**src/hdl/imabd_pkg.sv**
```systemverilog
// Shared types, constants and tables for the IMA ADPCM byte decoder.
// Holds the item structs, the step-size table and the index-adjust table.
// No dependencies.
package imabd_pkg;

    localparam logic [6:0]         MAX_STEP_POS = 7'd88;
    localparam logic signed [17:0] PCM_MAX      = 18'sd32767;
    localparam logic signed [17:0] PCM_MIN      = -18'sd32768;

    typedef struct packed {
        logic               start_packet;
        logic signed [15:0] seed_sample;
        logic [7:0]         seed_index;
        logic [7:0]         code_byte;
        logic               final_byte;
    } t_in_item;

    typedef struct packed {
        logic signed [15:0] pcm_sample;
        logic               second_of_pair;
        logic               packet_end;
    } t_out_item;

    // Index adjustment from the three magnitude bits of a code.
    function automatic logic signed [4:0] imabd_index_adj(input logic [2:0] mag);
        logic signed [4:0] adj;
        case (mag)
            3'd4:    adj = 5'sd2;
            3'd5:    adj = 5'sd4;
            3'd6:    adj = 5'sd6;
            3'd7:    adj = 5'sd8;
            default: adj = -5'sd1;
        endcase
        return adj;
    endfunction

    // Step size for a step position of 0..88.
    function automatic logic [14:0] imabd_step(input logic [6:0] pos);
        logic [14:0] s;
        case (pos)
            7'd0:  s = 15'd7;     7'd1:  s = 15'd8;     7'd2:  s = 15'd9;
            7'd3:  s = 15'd10;    7'd4:  s = 15'd11;    7'd5:  s = 15'd12;
            7'd6:  s = 15'd13;    7'd7:  s = 15'd14;    7'd8:  s = 15'd16;
            7'd9:  s = 15'd17;    7'd10: s = 15'd19;    7'd11: s = 15'd21;
            7'd12: s = 15'd23;    7'd13: s = 15'd25;    7'd14: s = 15'd28;
            7'd15: s = 15'd31;    7'd16: s = 15'd34;    7'd17: s = 15'd37;
            7'd18: s = 15'd41;    7'd19: s = 15'd45;    7'd20: s = 15'd50;
            7'd21: s = 15'd55;    7'd22: s = 15'd60;    7'd23: s = 15'd66;
            7'd24: s = 15'd73;    7'd25: s = 15'd80;    7'd26: s = 15'd88;
            7'd27: s = 15'd97;    7'd28: s = 15'd107;   7'd29: s = 15'd118;
            7'd30: s = 15'd130;   7'd31: s = 15'd143;   7'd32: s = 15'd157;
            7'd33: s = 15'd173;   7'd34: s = 15'd190;   7'd35: s = 15'd209;
            7'd36: s = 15'd230;   7'd37: s = 15'd253;   7'd38: s = 15'd279;
            7'd39: s = 15'd307;   7'd40: s = 15'd337;   7'd41: s = 15'd371;
            7'd42: s = 15'd408;   7'd43: s = 15'd449;   7'd44: s = 15'd494;
            7'd45: s = 15'd544;   7'd46: s = 15'd598;   7'd47: s = 15'd658;
            7'd48: s = 15'd724;   7'd49: s = 15'd796;   7'd50: s = 15'd876;
            7'd51: s = 15'd963;   7'd52: s = 15'd1060;  7'd53: s = 15'd1166;
            7'd54: s = 15'd1282;  7'd55: s = 15'd1411;  7'd56: s = 15'd1552;
            7'd57: s = 15'd1707;  7'd58: s = 15'd1878;  7'd59: s = 15'd2066;
            7'd60: s = 15'd2272;  7'd61: s = 15'd2499;  7'd62: s = 15'd2749;
            7'd63: s = 15'd3024;  7'd64: s = 15'd3327;  7'd65: s = 15'd3660;
            7'd66: s = 15'd4026;  7'd67: s = 15'd4428;  7'd68: s = 15'd4871;
            7'd69: s = 15'd5358;  7'd70: s = 15'd5894;  7'd71: s = 15'd6484;
            7'd72: s = 15'd7132;  7'd73: s = 15'd7845;  7'd74: s = 15'd8630;
            7'd75: s = 15'd9493;  7'd76: s = 15'd10442; 7'd77: s = 15'd11487;
            7'd78: s = 15'd12635; 7'd79: s = 15'd13899; 7'd80: s = 15'd15289;
            7'd81: s = 15'd16818; 7'd82: s = 15'd18500; 7'd83: s = 15'd20350;
            7'd84: s = 15'd22385; 7'd85: s = 15'd24623; 7'd86: s = 15'd27086;
            7'd87: s = 15'd29794;
            default: s = 15'd32767;
        endcase
        return s;
    endfunction

endpackage

```
**src/hdl/imabd_nibble.sv**
```systemverilog
// Combinational decode of one 4-bit IMA ADPCM code.
// Depends on imabd_pkg for the step and index tables.
module imabd_nibble (
    input  logic signed [15:0] i_sample,
    input  logic [6:0]         i_pos,
    input  logic [3:0]         i_code,
    output logic signed [15:0] o_sample,
    output logic [6:0]         o_pos
);
    import imabd_pkg::*;

    logic [14:0]        step;
    logic [16:0]        diff;
    logic signed [17:0] diff_s;
    logic signed [17:0] sum;
    logic signed [4:0]  adj;
    logic signed [8:0]  pos_sum;

    always_comb begin
        step   = imabd_step(i_pos);
        diff   = {2'b00, step >> 3}
               + (i_code[2] ? {2'b00, step}      : 17'd0)
               + (i_code[1] ? {2'b00, step >> 1} : 17'd0)
               + (i_code[0] ? {2'b00, step >> 2} : 17'd0);
        diff_s = signed'({1'b0, diff});
        sum    = {{2{i_sample[15]}}, i_sample} + (i_code[3] ? -diff_s : diff_s);

        if (sum > PCM_MAX) begin
            o_sample = PCM_MAX[15:0];
        end else if (sum < PCM_MIN) begin
            o_sample = PCM_MIN[15:0];
        end else begin
            o_sample = sum[15:0];
        end

        adj     = imabd_index_adj(i_code[2:0]);
        pos_sum = signed'({2'b00, i_pos}) + {{4{adj[4]}}, adj};
        if (pos_sum < 9'sd0) begin
            o_pos = 7'd0;
        end else if (pos_sum > signed'({2'b00, MAX_STEP_POS})) begin
            o_pos = MAX_STEP_POS;
        end else begin
            o_pos = pos_sum[6:0];
        end
    end

endmodule

```
**src/hdl/ima_adpcm_byte_decoder_unit.sv**
```systemverilog
// IMA ADPCM byte decoder: each item carries one code byte and yields two PCM samples.
// The item is held in the input register; each sample is then registered in the result register, high nibble first.
// Throughput: one sample per cycle while the output does not stall, set by the single nibble decoder
// and the output channel, which carries one sample per cycle; a new item is taken as the last nibble moves.
// Reset (synchronous, active low) clears predictor sample, step position and valid flags.
// Depends on imabd_pkg and imabd_nibble.
module ima_adpcm_byte_decoder_unit (
    input  logic                 i_clk,
    input  logic                 i_rst_n,
    input  logic                 i_in_valid,
    input  imabd_pkg::t_in_item  i_in_data,
    output logic                 o_in_stall,
    output logic                 o_out_valid,
    output imabd_pkg::t_out_item o_out_data,
    input  logic                 i_out_stall
);
    import imabd_pkg::*;

    // Input holding register: one code byte, plus which nibble is next.
    t_in_item           r_in;
    logic               r_in_valid, n_in_valid;
    logic               r_phase, n_phase;

    // Decoder state carried from sample to sample.
    logic signed [15:0] r_sample, n_sample;
    logic [6:0]         r_pos, n_pos;

    // Result register toward the output channel.
    t_out_item          r_out, n_out;
    logic               r_out_valid, n_out_valid;

    logic               in_take;
    logic               adv;
    logic               seed_now;
    logic signed [15:0] cur_sample;
    logic [6:0]         cur_pos;
    logic [3:0]         cur_code;
    logic signed [15:0] dec_sample;
    logic [6:0]         dec_pos;

    // Decode a nibble whenever one is pending and the result register is free
    // or being drained this cycle.
    assign adv = r_in_valid && (!r_out_valid || !i_out_stall);

    // Take a new byte when none is held, or as soon as the held one is on its last nibble and moving.
    assign o_in_stall = r_in_valid && !(adv && r_phase);
    assign in_take    = i_in_valid && !o_in_stall;

    // Seed the predictor only ahead of the high nibble of a start byte.
    always_comb begin
        seed_now   = !r_phase && r_in.start_packet;
        cur_sample = seed_now ? r_in.seed_sample : r_sample;
        if (!seed_now) begin
            cur_pos = r_pos;
        end else if (r_in.seed_index > {1'b0, MAX_STEP_POS}) begin
            cur_pos = MAX_STEP_POS;
        end else begin
            cur_pos = r_in.seed_index[6:0];
        end
        // High nibble first, then low nibble.
        cur_code = r_phase ? r_in.code_byte[3:0] : r_in.code_byte[7:4];
    end

    imabd_nibble u_nibble (
        .i_sample (cur_sample),
        .i_pos    (cur_pos),
        .i_code   (cur_code),
        .o_sample (dec_sample),
        .o_pos    (dec_pos)
    );

    always_comb begin
        n_in_valid  = r_in_valid;
        n_phase     = r_phase;
        n_sample    = r_sample;
        n_pos       = r_pos;
        n_out       = r_out;
        n_out_valid = r_out_valid;

        // Drop the shown result once taken.
        if (!i_out_stall) begin
            n_out_valid = 1'b0;
        end

        if (adv) begin
            n_sample                = dec_sample;
            n_pos                   = dec_pos;
            n_out.pcm_sample        = dec_sample;
            n_out.second_of_pair    = r_phase;
            n_out.packet_end        = r_phase && r_in.final_byte;
            n_out_valid             = 1'b1;
            n_phase                 = !r_phase;
            if (r_phase) begin
                n_in_valid = 1'b0;
            end
        end

        // A new byte starts on its high nibble.
        if (in_take) begin
            n_in_valid = 1'b1;
            n_phase    = 1'b0;
        end
    end

    always_ff @(posedge i_clk) begin
        if (!i_rst_n) begin
            r_in_valid  <= 1'b0;
            r_phase     <= 1'b0;
            r_sample    <= '0;
            r_pos       <= '0;
            r_out_valid <= 1'b0;
        end else begin
            r_in_valid  <= n_in_valid;
            r_phase     <= n_phase;
            r_sample    <= n_sample;
            r_pos       <= n_pos;
            r_out_valid <= n_out_valid;
        end
    end

    // Payload registers: no reset.
    always_ff @(posedge i_clk) begin
        if (in_take) begin
            r_in <= i_in_data;
        end
        r_out <= n_out;
    end

    assign o_out_valid = r_out_valid;
    assign o_out_data  = r_out;

`ifndef SYNTH
    // The low-nibble phase only exists while a byte is held.
    a_phase_needs_item: assert property (@(posedge i_clk) disable iff (!i_rst_n)
        r_phase |-> r_in_valid)
        else $error("low-nibble phase without a held item");

    // Step position stays inside the table.
    a_pos_in_range: assert property (@(posedge i_clk) disable iff (!i_rst_n)
        r_pos <= MAX_STEP_POS)
        else $error("step position beyond table");

    // A taken byte is held next cycle, starting on its high nibble.
    a_take_loads: assert property (@(posedge i_clk) disable iff (!i_rst_n)
        in_take |=> (r_in_valid && !r_phase))
        else $error("accepted item not held on high nibble");

    // Packet end only flags the second sample of a pair.
    a_end_on_second: assert property (@(posedge i_clk) disable iff (!i_rst_n)
        (o_out_valid && o_out_data.packet_end) |-> o_out_data.second_of_pair)
        else $error("packet end on first sample");

    // A high-nibble result is always followed by its low-nibble partner.
    a_pair_order: assert property (@(posedge i_clk) disable iff (!i_rst_n)
        (adv && !r_phase) |=> (r_in_valid && r_phase))
        else $error("high nibble not followed by low nibble");
`endif

endmodule
```
**config.mk**
```make
export PLATFORM = sky130hd
export DESIGN_NAME = ima_adpcm_byte_decoder_unit
export DESIGN_NICKNAME = d
export VERILOG_FILES = /design/src/hdl/imabd_pkg.sv /design/src/hdl/imabd_nibble.sv /design/src/hdl/ima_adpcm_byte_decoder_unit.sv
export SDC_FILE = /design/constraint.sdc
export NUM_CORES = 1
export LEC_CHECK = 0
export ABC_AREA = 0
export ABC_CLOCK_PERIOD_IN_PS = 16200
export BUFFER_PORTS_ARGS = -buffer_cell sky130_fd_sc_hd__buf_4
export CAP_MARGIN = 20
export CORE_UTILIZATION = 55
export CTS_CLUSTER_DIAMETER = 80
export DETAILED_ROUTE_END_ITERATION = 16
export GPL_ROUTABILITY_DRIVEN = 0
export HOLD_SLACK_MARGIN = 0.15
export PLACE_DENSITY = 0.82
export SKIP_LAST_GASP = 1
export SLEW_MARGIN = 20
export SYNTH_ARGS = -nofsm -noshare
export SYNTH_HDL_FRONTEND = slang
export SYNTH_SLANG_ARGS = --single-unit
```
**constraint.sdc**
```tcl
create_clock -name i_clk -period 16.2 [get_ports i_clk]
set_input_delay 3.24 -clock i_clk [delete_from_list [all_inputs] [get_ports i_clk]]
set_output_delay 3.24 -clock i_clk [all_outputs]
set_load 0.05 [all_outputs]
```
### Word-level counts from Yosys, hierarchy flattened

Memories as Yosys holds them, arrays and structs flattened.
Cells that the tools add are included.

* memories: 1
* memory bits (read-only): 1920
* register bits after elaboration: 78
* word-level logic and storage cells: 65
* bits of input ports: 38

* reduce and logical (&&, ||, !) cells: 16
* magnitude comparators: 5
* muxes and demuxes: 18
* eq/ne operators: 5
* $add $sub $neg: 6
* bitwise logic cells: 1

Memories
* (name not given): depth 128, bits a word 15, read ports 1, clocked after Yosys merged registers in 0, wr ports 0, RTL line imabd_pkg.sv:40 `case (pos)`

Operators with widths (number)
* $mux 16: 3
* $add 17x17->17: 2
* $mux 7: 4
* $pmux 5 s4: 1
* $add 18x18->18: 1
* $gt 18x16->1 const B: 1
* $lt 18x16->1 const B: 1
* $mux 18: 1
* $neg 17->18: 1
* $add 12x17->17: 1
* $mux 15: 1
* $mux 14: 1
* $mux 13: 1
* $eq 3x3->1 const B: 4
* $add 8x5->9: 1
* $gt 9x8->1 const B: 1
* $lt 9x1->1 const B: 1
* $gt 8x7->1 const B: 1
* $logic_and 1x1->1: 6
* $logic_not 1->1: 5
* $mux 1: 5
* $mux 4: 1
* $reduce_bool 2->1: 2
* $ne 2x1->1 const B: 1
* other kinds (4): 4

### Depth between registers and ports, before layout

An unclocked memory read counts as a cell.

* depth in word-level cells: 14
* depth in mapped cells: 39

### Hierarchy

Synthesis repeated with hierarchy kept, for this count alone.

* cells, all modules: 927
* area, all modules: 7709.9 um^2

Modules (own cells, without submodules)
* imabd_nibble: cells an instance 679, area an instance 4673.2 um^2, times used 1, sequential area each 0.0 um^2
* ima_adpcm_byte_decoder_unit: cells an instance 248, area an instance 3036.7 um^2, times used 1, sequential area each 2082.0 um^2

### Worst setup path before layout

No wires, ideal clock.

* path type: flip-flop to flip-flop
* from: register r_phase
* to: register r_out, in the netlist o_out_data[10], data pin
* data arrival time: 8.151 ns
* clock period less this slack: 8.407 ns
* setup time: 0.256 ns
* required time: 15.944 ns
* stages on the path, launching flop included: 36
* setup slack: 7.793 ns
* path buffers: 5
* cells stage by stage: dfxtp_1 > buf_2 > nor2b_1 > clkbuf_1 > a31o_2 > clkbuf_1 > ha_1 > clkbuf_1 > a21oi_1 > a2111oi_0 > o21ai_0 > o21ai_0 > nor2_1 > fa_1 > inv_1 > fa_1 > inv_1 > ha_1 > a21o_1 > a221o_1 > a211oi_1 > o22ai_1 > o41ai_1 > xnor2_1 > ha_1 > a21o_1 > a21oi_1 > o21ai_0 > a21oi_1 > o31a_1 > o21ai_0 > a211oi_1 > mux2i_4 > buf_6 > nand2_1 > nand2b_1

* word-level cells in the longest chain between the ends: 14

Ends and longest elaborated chain
* from (decl): RTL line ima_adpcm_byte_decoder_unit.sv:22 `logic r_phase, n_phase;`
* from (signal assigned): RTL line ima_adpcm_byte_decoder_unit.sv:114 `r_phase <= n_phase;`
* $logic_not 1->1: RTL line ima_adpcm_byte_decoder_unit.sv:51 `seed_now = !r_phase && r_in.start_packet;`
* $logic_and 1x1->1: RTL line ima_adpcm_byte_decoder_unit.sv:51
* $mux 7: RTL line ima_adpcm_byte_decoder_unit.sv:53 `if (!seed_now) begin`
* $mem_v2 128x15
* $mux 15: RTL line imabd_nibble.sv:22 `+ (i_code[2] ? {2'b00, step} : 17'd0)`
* $add 12x17->17: RTL line imabd_nibble.sv:22
* $add 17x17->17: RTL line imabd_nibble.sv:23 `+ (i_code[1] ? {2'b00, step >> 1} : 17'd0)`
* $add 17x17->17: RTL line imabd_nibble.sv:24 `+ (i_code[0] ? {2'b00, step >> 2} : 17'd0);`
* $neg 17->18: RTL line imabd_nibble.sv:26 `sum = {{2{i_sample[15]}}, i_sample} + (i_code[3] ? -diff_s : diff_s);`
* $mux 18: RTL line imabd_nibble.sv:26
* $add 18x18->18 *: RTL line imabd_nibble.sv:26
* $lt 18x16->1: RTL line imabd_nibble.sv:30 `end else if (sum < PCM_MIN) begin`
* $mux 16: RTL line imabd_nibble.sv:30
* $mux 16 *: RTL line imabd_nibble.sv:28 `if (sum > PCM_MAX) begin`
* named net dec_sample[8]: RTL line ima_adpcm_byte_decoder_unit.sv:38 `logic signed [15:0] dec_sample;`
* to (signal assigned): RTL line ima_adpcm_byte_decoder_unit.sv:126 `r_out <= n_out;`
* to (decl): RTL line ima_adpcm_byte_decoder_unit.sv:29 `t_out_item r_out, n_out;`

Mark *: on every way through the listed nets, which the timed path passes. The rest lies on a longest branch.
A chain may end at the register's enable or synchronous reset.

### Final worst setup path

* from: register r_phase
* to: register r_sample[14]

* word-level cells in the longest chain between the ends: 14

Ends and longest elaborated chain
* $logic_not 1->1: RTL line ima_adpcm_byte_decoder_unit.sv:51
* $logic_and 1x1->1: RTL line ima_adpcm_byte_decoder_unit.sv:51
* $mux 7: RTL line ima_adpcm_byte_decoder_unit.sv:53
* $mem_v2 128x15
* $mux 15: RTL line imabd_nibble.sv:22
* $add 12x17->17: RTL line imabd_nibble.sv:22
* $add 17x17->17: RTL line imabd_nibble.sv:23
* $add 17x17->17: RTL line imabd_nibble.sv:24
* $neg 17->18: RTL line imabd_nibble.sv:26
* $mux 18: RTL line imabd_nibble.sv:26
* $add 18x18->18 *: RTL line imabd_nibble.sv:26
* $lt 18x16->1: RTL line imabd_nibble.sv:30
* $mux 16: RTL line imabd_nibble.sv:30
* $mux 16 *: RTL line imabd_nibble.sv:28
* to (signal assigned): RTL line ima_adpcm_byte_decoder_unit.sv:115 `r_sample <= n_sample;`
* to (decl): RTL line ima_adpcm_byte_decoder_unit.sv:25 `logic signed [15:0] r_sample, n_sample;`

Mark *: on every way between the ends. The rest lies on a longest branch, timed or not.

==> metrics.csv <==
stage;metric;value;unit
synth;ys_seq_elements;78;
timing;min_period_over_period;0.667;
placed_design;dp_hpwl;14400;µm
synth;ys_types;82;
power_and_ir_drop;peakVddDrop;0.000125;V
timing;maxSlewViolCount;0;
placed_design;io_buffers;57;
die;dieArea;0.0149;mm²
route;drt-initial-drc-count;1092;
run_status;status;complete, no violations;
global_route;grt_use_total;0.268;
clock_tree;ctsResizeCount;0;
route;wl_per_cell;16.8;µm
power_and_ir_drop;p_total;2.12;mW
worst_setup_path;max_stage_delay;0.81;ns
clock_tree;cts_tree;yes;
cells_and_area;antennaDiodeCount;0;
die;coreArea;0.0140;mm²
timing;setup_violations;0;
power_and_ir_drop;leakage;3.66;nW
synth;synth_edf_count;52;
clock_tree;cts_root_buffer;clkbuf_16;
cells_and_area;fillers;1199;
clock_tree;clock_sinks;78;
placed_design;dpl-instance-area;0.00842;mm²
timing;fin_crit;10.81;ns
global_route;first_global_vias;6838;
die;rows;43;
synth;ys_top_cells_by_area;edfxtp_1, ha_1, fa_1;
route;viasPerCell;6.33;
hold_path;holdCritPathClass;reg -> reg;
timing;tns;0;ns
synth;netlist.area_leader.share;0.197;
cells_and_area;multiInputGateArea;0.00544;mm²
die;die_h;122;µm
clock_tree;clk_latency;0.33;ns
cells_and_area;syn2layout_area_growth;10.4;%
clock_tree;hold_buffers;0;
clock_tree;cts_setup_buffers;0;
clock_tree;cts.path.max_buffers;2;
route;routed_wl;19800;µm
synth;avgSynthCellArea;8.13;µm²
timing;rsz0062_at_grt;false;
die;start_util;0.567;
route;ant_nets;0;
cells_and_area;final_common_cell;nand2_1;
route;post-route-drc-count;0;
global_route;grt_max_degree;45;
synth;syn_inst;975;
power_and_ir_drop;cellPowerDensity;242;mW/mm²
worst_setup_path;crit_fanout;44;
global_route;grt_pass1_wl;32200;µm
worst_setup_path;slowest_stage;a2111oi_1;
global_route;grt_overflow_total;0;
cells_and_area;nets;1115;
synth;ys.flop_type;edfxtp_1;
global_route;grt_antenna_before_repair;0;
die;io_pins;58;
worst_setup_path;crit_type;reg -> reg;
worst_setup_path;startpoint_type;flop;
timing;tightest_slew;1.13;ns
clock_tree;numCtsBuffers;9;
worst_setup_path;cp.required;16.45;ns
synth;syn-cell-area;0.00793;mm²
cells_and_area;mostFrequentLayoutCells;nand2_1, nor2_1, a21oi_1, o21ai_0, buf_4;
cells_and_area;drive_gt1_frac;0.122;
synth;synth_area_leader_cell;edfxtp_1;
synth;async_flop_share;0;
synth;syn_nets;1095;
route;drt_pass1_iterations;6;
synth;yosysWarnings;0;
route;vias;7468;
worst_setup_path;endpoint_kind;flop;
timing;fin_skew;0.00582;ns
timing;hold_viol_final;0;
die;die_x;122;µm
cells_and_area;seq_area;0.00208;mm²
timing;maxSlewHeadroom;0.247;
run;drv_cap;0;
synth;seq_area_frac_synth;0.263;
timing;max_freq;0.0925;GHz
clock_tree;ctsHtreeMaxLevel;3;
cells_and_area;postLayoutCellArea;0.00875;mm²
worst_setup_path;cp.arrival;11.06;ns
clock_tree;path_clk_slew;0.06;ns
## worst max-delay path, delay by kind of cell (launching register included)
kind / cells / cell delay [ns]
multiplexers: 1 / 0.46
XOR/XNOR: 2 / 0.56
flip-flops: 1 / 0.49
buffers and inverters: 1 / 0.68
adder cells (fa/ha/maj): 5 / 1.97
AO/OA/AOI/OAI: 14 / 3.90
AND/OR/NAND/NOR: 8 / 2.61
## final timing paths
path | from | endpoint | slack [ns] | cells after the start
setup / recovery | r_phase | r_sample[14] | 5.39 | 31
hold / removal | r_sample[1] | r_sample[1] | 0.47 | 2
setup reg to reg | r_phase | r_sample[14] | 5.39 | 31
hold reg to reg | r_sample[1] | r_sample[1] | 0.47 | 2
## kinds of logic (layout without fill, tap and decap cells)
logic type | count (synthesis) | after routing | share of synthesized area
buf+inv | 108 | 133 | 0.0547
simple gates | 342 | 342 | 0.198
mux | 11 | 11 | 0.0172
compound gates | 308 | 308 | 0.258
flops | 78 | 78 | 0.263
fa+ha+maj | 82 | 82 | 0.155
xor+xnor | 46 | 46 | 0.0541
## per-stage QoR
step                      setup WS, ns  std cells  hold slack, ns  utilization
after floorplan                   7.79        975           0.416            -
after global placement            6.06       1163           0.446        0.602
after detailed placement          5.72       1163           0.460        0.602
after CTS                         5.64       1179           0.472        0.624
after global routing              4.61       1180           0.487        0.626
final                             5.39       1180           0.474        0.626
## metal layers
metal | vias up | part of all wire | global-route usage
met5 | - | 0 | 0
met2 | 404 | 0.45 | 0.434
met3 | 83 | 0.074 | 0.0323
li1 | 3532 | - | -
met1 | 3449 | 0.43 | 0.356
met4 | 0 | 0.042 | 0.129
## report_power, final
group | total, mW | internal (mW) | switching, mW
registers | 0.304 | 0.285 | 0.0187
clock network | 0.198 | 0.121 | 0.0765
logic | 1.62 | 0.626 | 0.990
## cell type report
cell class,count,area share
Inverter,53,0.0227
Multi-Input combinational cell,789,0.622
Timing Repair Buffer,64,0.0572
Tap cell,180,0.0257
Sequential cell,78,0.238
Clock buffer,12,0.0317
Clock inverter,4,0.00300
## state kept, by name, summed over array words and instances, names as in the netlist
register / flops
r_pos: 7
r_in_valid: 1
o_out_valid: 1
r_phase: 1
o_out_data: 18
r_sample: 16
r_in: 34
## cell usage after synthesis (4+ instances only)
master	instances
nor2_1	101
clkbuf_1	40
a21oi_1	75
buf_1	4
a31oi_1	9
a211oi_1	18
fa_1	27
nand2b_1	25
dfxtp_1	26
o31ai_1	6
o22ai_1	9
nor2b_1	15
inv_1	51
nand3_1	21
or3_1	5
buf_2	8
nand2_1	128
ha_1	55
o21ai_0	73
edfxtp_1	52
a311oi_1	5
a221oi_1	4
xnor2_1	28
a32oi_1	5
nand4_1	6
a21oi_2	10
nor3_1	11
or2_2	6
a21o_1	17
o21a_1	11
o211ai_1	14
a211o_1	7
mux2i_1	8
and2_1	4
nor4_1	5
xor2_1	16
No activity file was read; power rests on OpenSTA's default activity.
